File: src/rtl/core/mcmp_pkg.sv
// Shared types and constants for the MIDI channel message parser.
package mcmp_pkg;

   localparam int QueueDepth = 4;
   localparam int QueueIdxW  = $clog2(QueueDepth);
   localparam int QueueCntW  = $clog2(QueueDepth + 1);

   typedef enum logic [3:0] {
      ST_START    = 4'd0,
      ST_ON_RUN   = 4'd1,
      ST_ON_HELD  = 4'd2,
      ST_OFF_RUN  = 4'd3,
      ST_OFF_HELD = 4'd4,
      ST_CC_RUN   = 4'd5,
      ST_CC_HELD  = 4'd6,
      ST_PB_RUN   = 4'd7,
      ST_PB_HELD  = 4'd8
   } parse_state_type;

   typedef enum logic [1:0] {
      KIND_NOTE_ON  = 2'd0,
      KIND_NOTE_OFF = 2'd1,
      KIND_CONTROL  = 2'd2,
      KIND_BEND     = 2'd3
   } msg_kind_type;

   typedef enum logic [3:0] {
      STATUS_NOTE_OFF = 4'h8,
      STATUS_NOTE_ON  = 4'h9,
      STATUS_CONTROL  = 4'hB,
      STATUS_BEND     = 4'hE
   } status_nibble_type;

   localparam logic [6:0]  OffVelocity = 7'd63;
   localparam logic [13:0] BendCenter  = 14'(32'h40 << 7);

   // One classified word: a status that selects a running state, or a data byte.
   typedef struct packed {
      logic            status_bit;
      parse_state_type run_state;
      logic [6:0]      data;
   } token_type;

   typedef struct packed {
      logic      valid;
      token_type token;
   } token_port_type;

endpackage

File: src/rtl/core/mcmp_front.sv
// Front end: takes MIDI words, drops foreign and unsupported status, queues the rest.
module mcmp_front (
   input  logic                    clock,
   input  logic                    reset,
   input  logic                    req_valid,
   output logic                    req_stall,
   input  logic [7:0]              req_midi_byte,
   input  logic                    csr_write_enable,
   input  logic [4:0]              csr_write_data,
   input  logic                    queue_full,
   output mcmp_pkg::token_port_type push
);
   import mcmp_pkg::*;

   logic [4:0]      listen_channel_ff;
   logic [4:0]      listen_channel_in;
   parse_state_type status_state;
   logic            status_bit;
   logic            channel_match;
   logic            keep;

   always_ff @(posedge clock) begin
      if (reset) begin
         listen_channel_ff <= 5'd1;
      end else begin
         listen_channel_ff <= listen_channel_in;
      end
   end

   always_comb begin
      listen_channel_in = csr_write_enable ? csr_write_data : listen_channel_ff;
   end

   always_comb begin
      case (req_midi_byte[7:4])
         STATUS_NOTE_ON:  status_state = ST_ON_RUN;
         STATUS_NOTE_OFF: status_state = ST_OFF_RUN;
         STATUS_CONTROL:  status_state = ST_CC_RUN;
         STATUS_BEND:     status_state = ST_PB_RUN;
         default:         status_state = ST_START;
      endcase
   end

   assign status_bit    = req_midi_byte[7];
   assign channel_match = ({1'b0, req_midi_byte[3:0]} + 5'd1) == listen_channel_ff;
   // Drop status words of other channels or unsupported types right here.
   assign keep = !status_bit || ((status_state != ST_START) && channel_match);

   assign req_stall             = queue_full;
   assign push.valid            = req_valid && !queue_full && keep;
   assign push.token.status_bit = status_bit;
   assign push.token.run_state  = status_state;
   assign push.token.data       = req_midi_byte[6:0];

endmodule

File: src/rtl/core/mcmp_queue.sv
// Short word queue between the front end and the parse engine.
module mcmp_queue (
   input  logic                     clock,
   input  logic                     reset,
   input  mcmp_pkg::token_port_type push,
   output logic                     full,
   output mcmp_pkg::token_port_type head,
   input  logic                     pop
);
   import mcmp_pkg::*;

   token_type              mem_ff [QueueDepth];
   logic [QueueIdxW-1:0]   wr_ptr_ff;
   logic [QueueIdxW-1:0]   wr_ptr_in;
   logic [QueueIdxW-1:0]   rd_ptr_ff;
   logic [QueueIdxW-1:0]   rd_ptr_in;
   logic [QueueCntW-1:0]   count_ff;
   logic [QueueCntW-1:0]   count_in;
   logic                   do_push;
   logic                   do_pop;

   assign full    = count_ff == QueueCntW'(QueueDepth);
   assign do_push = push.valid && !full;
   assign do_pop  = pop && (count_ff != '0);

   always_ff @(posedge clock) begin
      if (do_push) begin
         mem_ff[wr_ptr_ff] <= push.token;
      end
   end

   always_ff @(posedge clock) begin
      if (reset) begin
         wr_ptr_ff <= '0;
         rd_ptr_ff <= '0;
         count_ff  <= '0;
      end else begin
         wr_ptr_ff <= wr_ptr_in;
         rd_ptr_ff <= rd_ptr_in;
         count_ff  <= count_in;
      end
   end

   always_comb begin
      wr_ptr_in = do_push ? wr_ptr_ff + QueueIdxW'(1) : wr_ptr_ff;
      rd_ptr_in = do_pop ? rd_ptr_ff + QueueIdxW'(1) : rd_ptr_ff;
      count_in  = count_ff + QueueCntW'(do_push) - QueueCntW'(do_pop);
   end

   assign head.valid = count_ff != '0;
   assign head.token = mem_ff[rd_ptr_ff];

endmodule

File: src/rtl/core/mcmp_back.sv
// Parse engine: running-status state machine and the result register.
module mcmp_back (
   input  logic                     clock,
   input  logic                     reset,
   input  mcmp_pkg::token_port_type head,
   output logic                     pop,
   output logic                     rsp_valid,
   input  logic                     rsp_stall,
   output logic [1:0]               rsp_msg_kind,
   output logic [6:0]               rsp_first_value,
   output logic [6:0]               rsp_second_value,
   output logic signed [13:0]       rsp_bend_value
);
   import mcmp_pkg::*;

   parse_state_type    state_ff;
   parse_state_type    state_in;
   logic [6:0]         held_ff;
   logic [6:0]         held_in;
   logic               rsp_valid_ff;
   logic               rsp_valid_in;
   msg_kind_type       kind_ff;
   msg_kind_type       kind_in;
   logic [6:0]         first_ff;
   logic [6:0]         first_in;
   logic [6:0]         second_ff;
   logic [6:0]         second_in;
   logic [13:0]        bend_ff;
   logic [13:0]        bend_in;
   logic               produces;
   logic               out_free;
   logic [6:0]         d;

   assign d        = head.token.data;
   assign out_free = !rsp_valid_ff || !rsp_stall;

   always_ff @(posedge clock) begin
      if (reset) begin
         state_ff     <= ST_START;
         held_ff      <= '0;
         rsp_valid_ff <= 1'b0;
      end else begin
         state_ff     <= state_in;
         held_ff      <= held_in;
         rsp_valid_ff <= rsp_valid_in;
      end
   end

   always_ff @(posedge clock) begin
      kind_ff   <= kind_in;
      first_ff  <= first_in;
      second_ff <= second_in;
      bend_ff   <= bend_in;
   end

   always_comb begin
      state_in  = state_ff;
      held_in   = held_ff;
      kind_in   = kind_ff;
      first_in  = first_ff;
      second_in = second_ff;
      bend_in   = bend_ff;
      produces  = 1'b0;
      if (!head.token.status_bit) begin
         case (state_ff)
            ST_ON_HELD, ST_OFF_HELD, ST_CC_HELD, ST_PB_HELD: produces = 1'b1;
            default:                                           produces = 1'b0;
         endcase
      end
      // A word that yields nothing never waits on the result register.
      pop = head.valid && (!produces || out_free);

      if (pop) begin
         if (head.token.status_bit) begin
            state_in = head.token.run_state;
         end else begin
            case (state_ff)
               ST_START: begin
                  state_in = ST_START;
               end
               ST_ON_RUN, ST_OFF_RUN, ST_CC_RUN, ST_PB_RUN: begin
                  held_in  = d;
                  state_in = parse_state_type'(state_ff + 4'd1);
               end
               ST_ON_HELD: begin
                  state_in = ST_ON_RUN;
                  first_in = held_ff;
                  bend_in  = '0;
                  if (d == 7'd0) begin
                     kind_in   = KIND_NOTE_OFF;
                     second_in = OffVelocity;
                  end else begin
                     kind_in   = KIND_NOTE_ON;
                     second_in = d;
                  end
               end
               ST_OFF_HELD: begin
                  state_in  = ST_OFF_RUN;
                  kind_in   = KIND_NOTE_OFF;
                  first_in  = held_ff;
                  second_in = d;
                  bend_in   = '0;
               end
               ST_CC_HELD: begin
                  state_in  = ST_CC_RUN;
                  kind_in   = KIND_CONTROL;
                  first_in  = held_ff;
                  second_in = d;
                  bend_in   = '0;
               end
               ST_PB_HELD: begin
                  state_in  = ST_PB_RUN;
                  kind_in   = KIND_BEND;
                  first_in  = '0;
                  second_in = '0;
                  bend_in   = {d, held_ff} - BendCenter;
               end
               default: begin
                  state_in = ST_START;
               end
            endcase
         end
      end

      if (pop && produces) begin
         rsp_valid_in = 1'b1;
      end else begin
         rsp_valid_in = rsp_valid_ff && rsp_stall;
      end
   end

   assign rsp_valid        = rsp_valid_ff;
   assign rsp_msg_kind     = kind_ff;
   assign rsp_first_value  = first_ff;
   assign rsp_second_value = second_ff;
   assign rsp_bend_value   = bend_ff;

   a_status_selects: assert property (@(posedge clock) disable iff (reset)
      pop && head.token.status_bit |=> state_ff == $past(head.token.run_state))
      else $error("status word did not select its running state");

   a_pair_returns_to_run: assert property (@(posedge clock) disable iff (reset)
      pop && produces |=> (state_ff == ST_ON_RUN || state_ff == ST_OFF_RUN
                           || state_ff == ST_CC_RUN || state_ff == ST_PB_RUN))
      else $error("completed pair did not return to running state");

   a_bend_zero_values: assert property (@(posedge clock) disable iff (reset)
      rsp_valid_ff && kind_ff == KIND_BEND |-> first_ff == '0 && second_ff == '0)
      else $error("pitch bend result carries note values");

   a_note_zero_bend: assert property (@(posedge clock) disable iff (reset)
      rsp_valid_ff && kind_ff != KIND_BEND |-> bend_ff == '0)
      else $error("non-bend result carries a bend value");

endmodule

File: src/rtl/core/midi_channel_message_parser.sv
// Path: a word accepted on req is written into the queue, then parsed into the result
// register that drives rsp. Throughput: one MIDI word per cycle while the queue is not
// full; results leave at one per cycle while rsp is not stalled.
// A four-word queue between classifier and parse engine absorbs rsp stalls.
// Reset (synchronous, active high): start state, held byte zero, listen channel 1,
// queue and result register empty.
module midi_channel_message_parser (
   input  logic               clock,
   input  logic               reset,
   input  logic               req_valid,
   output logic               req_stall,
   input  logic [7:0]         req_midi_byte,
   output logic               rsp_valid,
   input  logic               rsp_stall,
   output logic [1:0]         rsp_msg_kind,
   output logic [6:0]         rsp_first_value,
   output logic [6:0]         rsp_second_value,
   output logic signed [13:0] rsp_bend_value,
   input  logic               csr_write_enable,
   input  logic [4:0]         csr_write_data
);
   import mcmp_pkg::*;

   token_port_type push;
   token_port_type head;
   logic           queue_full;
   logic           pop;

   mcmp_front u_front (
      .clock            (clock),
      .reset            (reset),
      .req_valid        (req_valid),
      .req_stall        (req_stall),
      .req_midi_byte    (req_midi_byte),
      .csr_write_enable (csr_write_enable),
      .csr_write_data   (csr_write_data),
      .queue_full       (queue_full),
      .push             (push)
   );

   mcmp_queue u_queue (
      .clock (clock),
      .reset (reset),
      .push  (push),
      .full  (queue_full),
      .head  (head),
      .pop   (pop)
   );

   mcmp_back u_back (
      .clock            (clock),
      .reset            (reset),
      .head             (head),
      .pop              (pop),
      .rsp_valid        (rsp_valid),
      .rsp_stall        (rsp_stall),
      .rsp_msg_kind     (rsp_msg_kind),
      .rsp_first_value  (rsp_first_value),
      .rsp_second_value (rsp_second_value),
      .rsp_bend_value   (rsp_bend_value)
   );

endmodule

File: config.mk
export PLATFORM = sky130hd
export DESIGN_NAME = midi_channel_message_parser
export DESIGN_NICKNAME = d
export VERILOG_FILES = /design/src/rtl/core/mcmp_pkg.sv /design/src/rtl/core/mcmp_front.sv /design/src/rtl/core/mcmp_queue.sv /design/src/rtl/core/mcmp_back.sv /design/src/rtl/core/midi_channel_message_parser.sv
export SDC_FILE = /design/constraint.sdc
export NUM_CORES = 1
export LEC_CHECK = 0
export BUFFER_PORTS_ARGS = -buffer_cell sky130_fd_sc_hd__buf_4
export CAP_MARGIN = 20
export CORE_UTILIZATION = 53
export DETAILED_ROUTE_END_ITERATION = 6
export HOLD_SLACK_MARGIN = 0.03
export PLACE_DENSITY = 0.78
export SYNTH_ARGS = -nofsm -noshare
export SYNTH_HDL_FRONTEND = slang
export SYNTH_SLANG_ARGS = --single-unit
File: constraint.sdc
create_clock -name clock -period 3.6 [get_ports clock]
set_input_delay 0.54 -clock clock [delete_from_list [all_inputs] [get_ports clock]]
set_output_delay 0.54 -clock clock [all_outputs]
set_load 0.01 [all_outputs]
==> impl_metrics.yaml <==
run_status:
  status: "complete, no violations"
grt:
  grt_pass1_wl_um: 10900
  antenna_found_initial: 0
  grt_use_total: 0.1764
  top_usage_layer: "met2"
  grt_max_degree: 26
  grtUsageMet3: 0.04293
  grt_pass1_vias: 2266
  grtUsageMet2: 0.3138
  grt.met1_usage: 0.2033
  grt_overflow: 0
timing:
  setup_ws_ns: 0.5099
  slew_violations: 0
  slew_headroom: 0.3946
  skew_ns: 0.005441
  max_freq_ghz: 0.3236
  setup-tns-final_ns: 0
  finalHoldViolCount: 0
  setup_viol: 0
  rsz0062_at_grt: "no"
  post-route-period-util: 0.8584
  worst_pin_slew_ns: 0.9081
  fin_crit_ns: 3.090
logic_synthesis:
  syn-num-nets: 321
  synthMostInstantiatedCell: "edfxtp_1"
  syn_area_per_cell_um2: 14.37
  synth_ff_type: "edfxtp_1"
  netlist.area_leader.share: 0.5316
  synth-edff-count: 74
  async_reset_ff_frac: 0
  netlist_top_cells_count: "edfxtp_1 (74), dfxtp_1 (26), nor2_1 (25)"
  yosys-top-cells-area: "edfxtp_1 (53%), dfxtp_1 (12%), mux4_2 (5.9%), mux2i_1 (3.4%), ha_1 (3.3%)"
  netlist_instances: 291
  synth.distinct_cells: 39
  yosys.area.top_type: "edfxtp_1"
  ys_seq_elements: 100
  synth_area_um2: 4180
  synth-seq-area-share: 0.6561
  yosysWarnings: 0
min_path:
  hold_path_class: "in -> reg"
  hold_depth: 2
die:
  dieHeight_um: 90.81
  die-area_um2: 8246
  start_util: 0.5438
  core_area_um2: 7687
  core.rowCount: 32
  ios: 50
  dieWidth_um: 90.81
setup_path:
  max_stage_delay_ns: 0.46
  ff2ff_path_depth: 14
  cp_cell_sequence: "inv_1, ha_1, a21oi_1, o21ai_1, buf_4, a41oi_2, ha_1, inv_1, ha_1, inv_1, fa_1, xor2_1, xnor2_1, nor2_1"
  required_ns: 3.85
  arrival_ns: 3.34
  cp_max_fo: 9
  endpoint_kind: "flop"
  slowest_stage: "a41oi_2"
  worstSetupStartpointType: "flop"
  critical_path_class: "reg -> reg"
drt:
  firstDrtPassIters: 5
  drc_errors: 0
  ant_nets: 0
  avgViaCountPerCell: 5.157
  drtIter0Drc: 78
  vias: 2331
  wl_um: 6755
  routedWlPerCell_um: 14.94
layout:
  layout.filler_cells: 582
  drive_gt1_frac: 0.2371
  fin_cells: 452
  final_core_util: 0.6353
  nNetsFinal: 375
  syn2layout_area_growth_pct: 16.82
  n_antenna_cell: 0
placement:
  port_buffers: 49
  place_inst: 436
  dp_hpwl_um: 4799
  routabilityCongestion: 0.7773
  place_ws_ns: 0.5279
clock_network:
  cts_tree: "yes"
  cts_setup_buffers: 0
  root_buffer: "clkbuf_8"
  cts_hold_buffers: 0
  cts_resized: 0
  worstSkewPairLatency_ns: 0.36
  cts_sinks: 100
  clk_path_buf_depth: 2
  path_clk_slew_ns: 0.09
  cts_buffers: 9
  cts-htree-levels: 3
pwr:
  total_power_w: 0.003125
  vdd_drop_max_uv: 286.5
  p_leak_nw: 1.848
  power_density_nw_per_um2: 639.8
job:
  maxCapViolations: 0
## power by group
part / internal [W] / switching, W / leakage (nW)
clock: 0.000392 / 0.000366 / 0.106
sequential: 0.00141 / 0.0000801 / 0.897
combinational: 0.000416 / 0.000459 / 0.844
total: 0.00222 / 0.000905 / 1.85
## final cells by class
class	count	area, um2	share of cell area
clock buffer	10	127.6	0.02613
timing repair buffer	53	397.9	0.08148
inverter	10	37.54	0.007686
multi-input combinational	171	1360	0.2785
tap	102	127.6	0.02613
sequential	100	2743	0.5616
clock inverter	6	90.09	0.01845
## final timing paths
path / to / slack, ns / start
min reg2reg: u_front.listen_channel_ff[2]$_SDFFE_PP0P_ / 0.51 / u_front.listen_channel_ff[2]$_SDFFE_PP0P_
max reg2reg: u_queue.count_ff[2]$_SDFF_PP0_ / 0.51 / u_back.state_ff[0]$_SDFFE_PP0P_
max: u_queue.count_ff[2]$_SDFF_PP0_ / 0.51 / u_back.state_ff[0]$_SDFFE_PP0P_
min: u_front.listen_channel_ff[0]$_SDFFE_PP1P_ / 0.38 / csr_write_data[0]
## cell usage in the layout, fill, tap and decap left out, types with 2 or more instances in the layout
cell type	synthesis	routed
edfxtp_1	74	74
buf_4	0	53
dfxtp_1	26	26
nor2_1	25	25
nand2_1	18	18
and2_1	16	16
mux2i_1	14	14
nor2b_1	11	11
mux4_2	11	11
ha_1	11	11
inv_1	10	10
clkbuf_8	0	9
and3_1	8	8
a21oi_1	7	7
xor2_1	6	6
nand3_1	6	6
xnor2_1	6	6
nand2b_1	4	4
nor3b_1	3	3
nand3b_1	3	3
o21ai_0	3	3
nor3_1	2	2
clkinv_4	0	2
bufinv_16	0	2
## logic make-up after synthesis
group           count (synthesis)  synth area share
compound gates                 22           0.04131
xor+xnor                       13           0.03053
fa+ha+maj                      12           0.03771
buf+inv                        20           0.01856
flops                         100            0.6561
mux                            25           0.09279
simple gates                   99            0.1230
## flip-flops by register name, indices dropped and copies added, names as in the netlist, named ones only
signal,count
u_back.rsp_msg_kind,2
u_back.state_ff,4
u_back.rsp_bend_value,14
u_queue.rd_ptr_ff,2
u_back.held_ff,7
u_queue.mem_ff,44
u_queue.wr_ptr_ff,2
u_queue.count_ff,3
u_back.rsp_valid,1
u_front.listen_channel_ff,5
u_back.rsp_second_value,7
u_back.rsp_first_value,7
## critical path: cells and delay by family, from the launching register on
kind | cells | cell delay [ns]
buf+inv | 4 | 0.37
compound gates | 3 | 0.71
fa+ha+maj | 4 | 1.13
xor+xnor | 2 | 0.31
simple gates | 1 | 0.05
flops | 1 | 0.42
## through the flow
step / instance area, um2 / hold slack, ns
6_report: 4883 / 0.3795
5_1_grt: 4883 / 0.3836
4_1_cts: 4883 / 0.3771
3_5_place_dp: 4666 / 0.4879
3_3_place_gp: 4666 / 0.4848
2_1_floorplan: 4180 / 0.4623
## per-layer routing
metal / vias up / share of wire
met4: 0 / 0.016
met5: - / 0
li1: 1159 / -
met1: 1102 / 0.43
met2: 62 / 0.51
met3: 8 / 0.044
No activity file was read; power rests on OpenSTA's default activity.
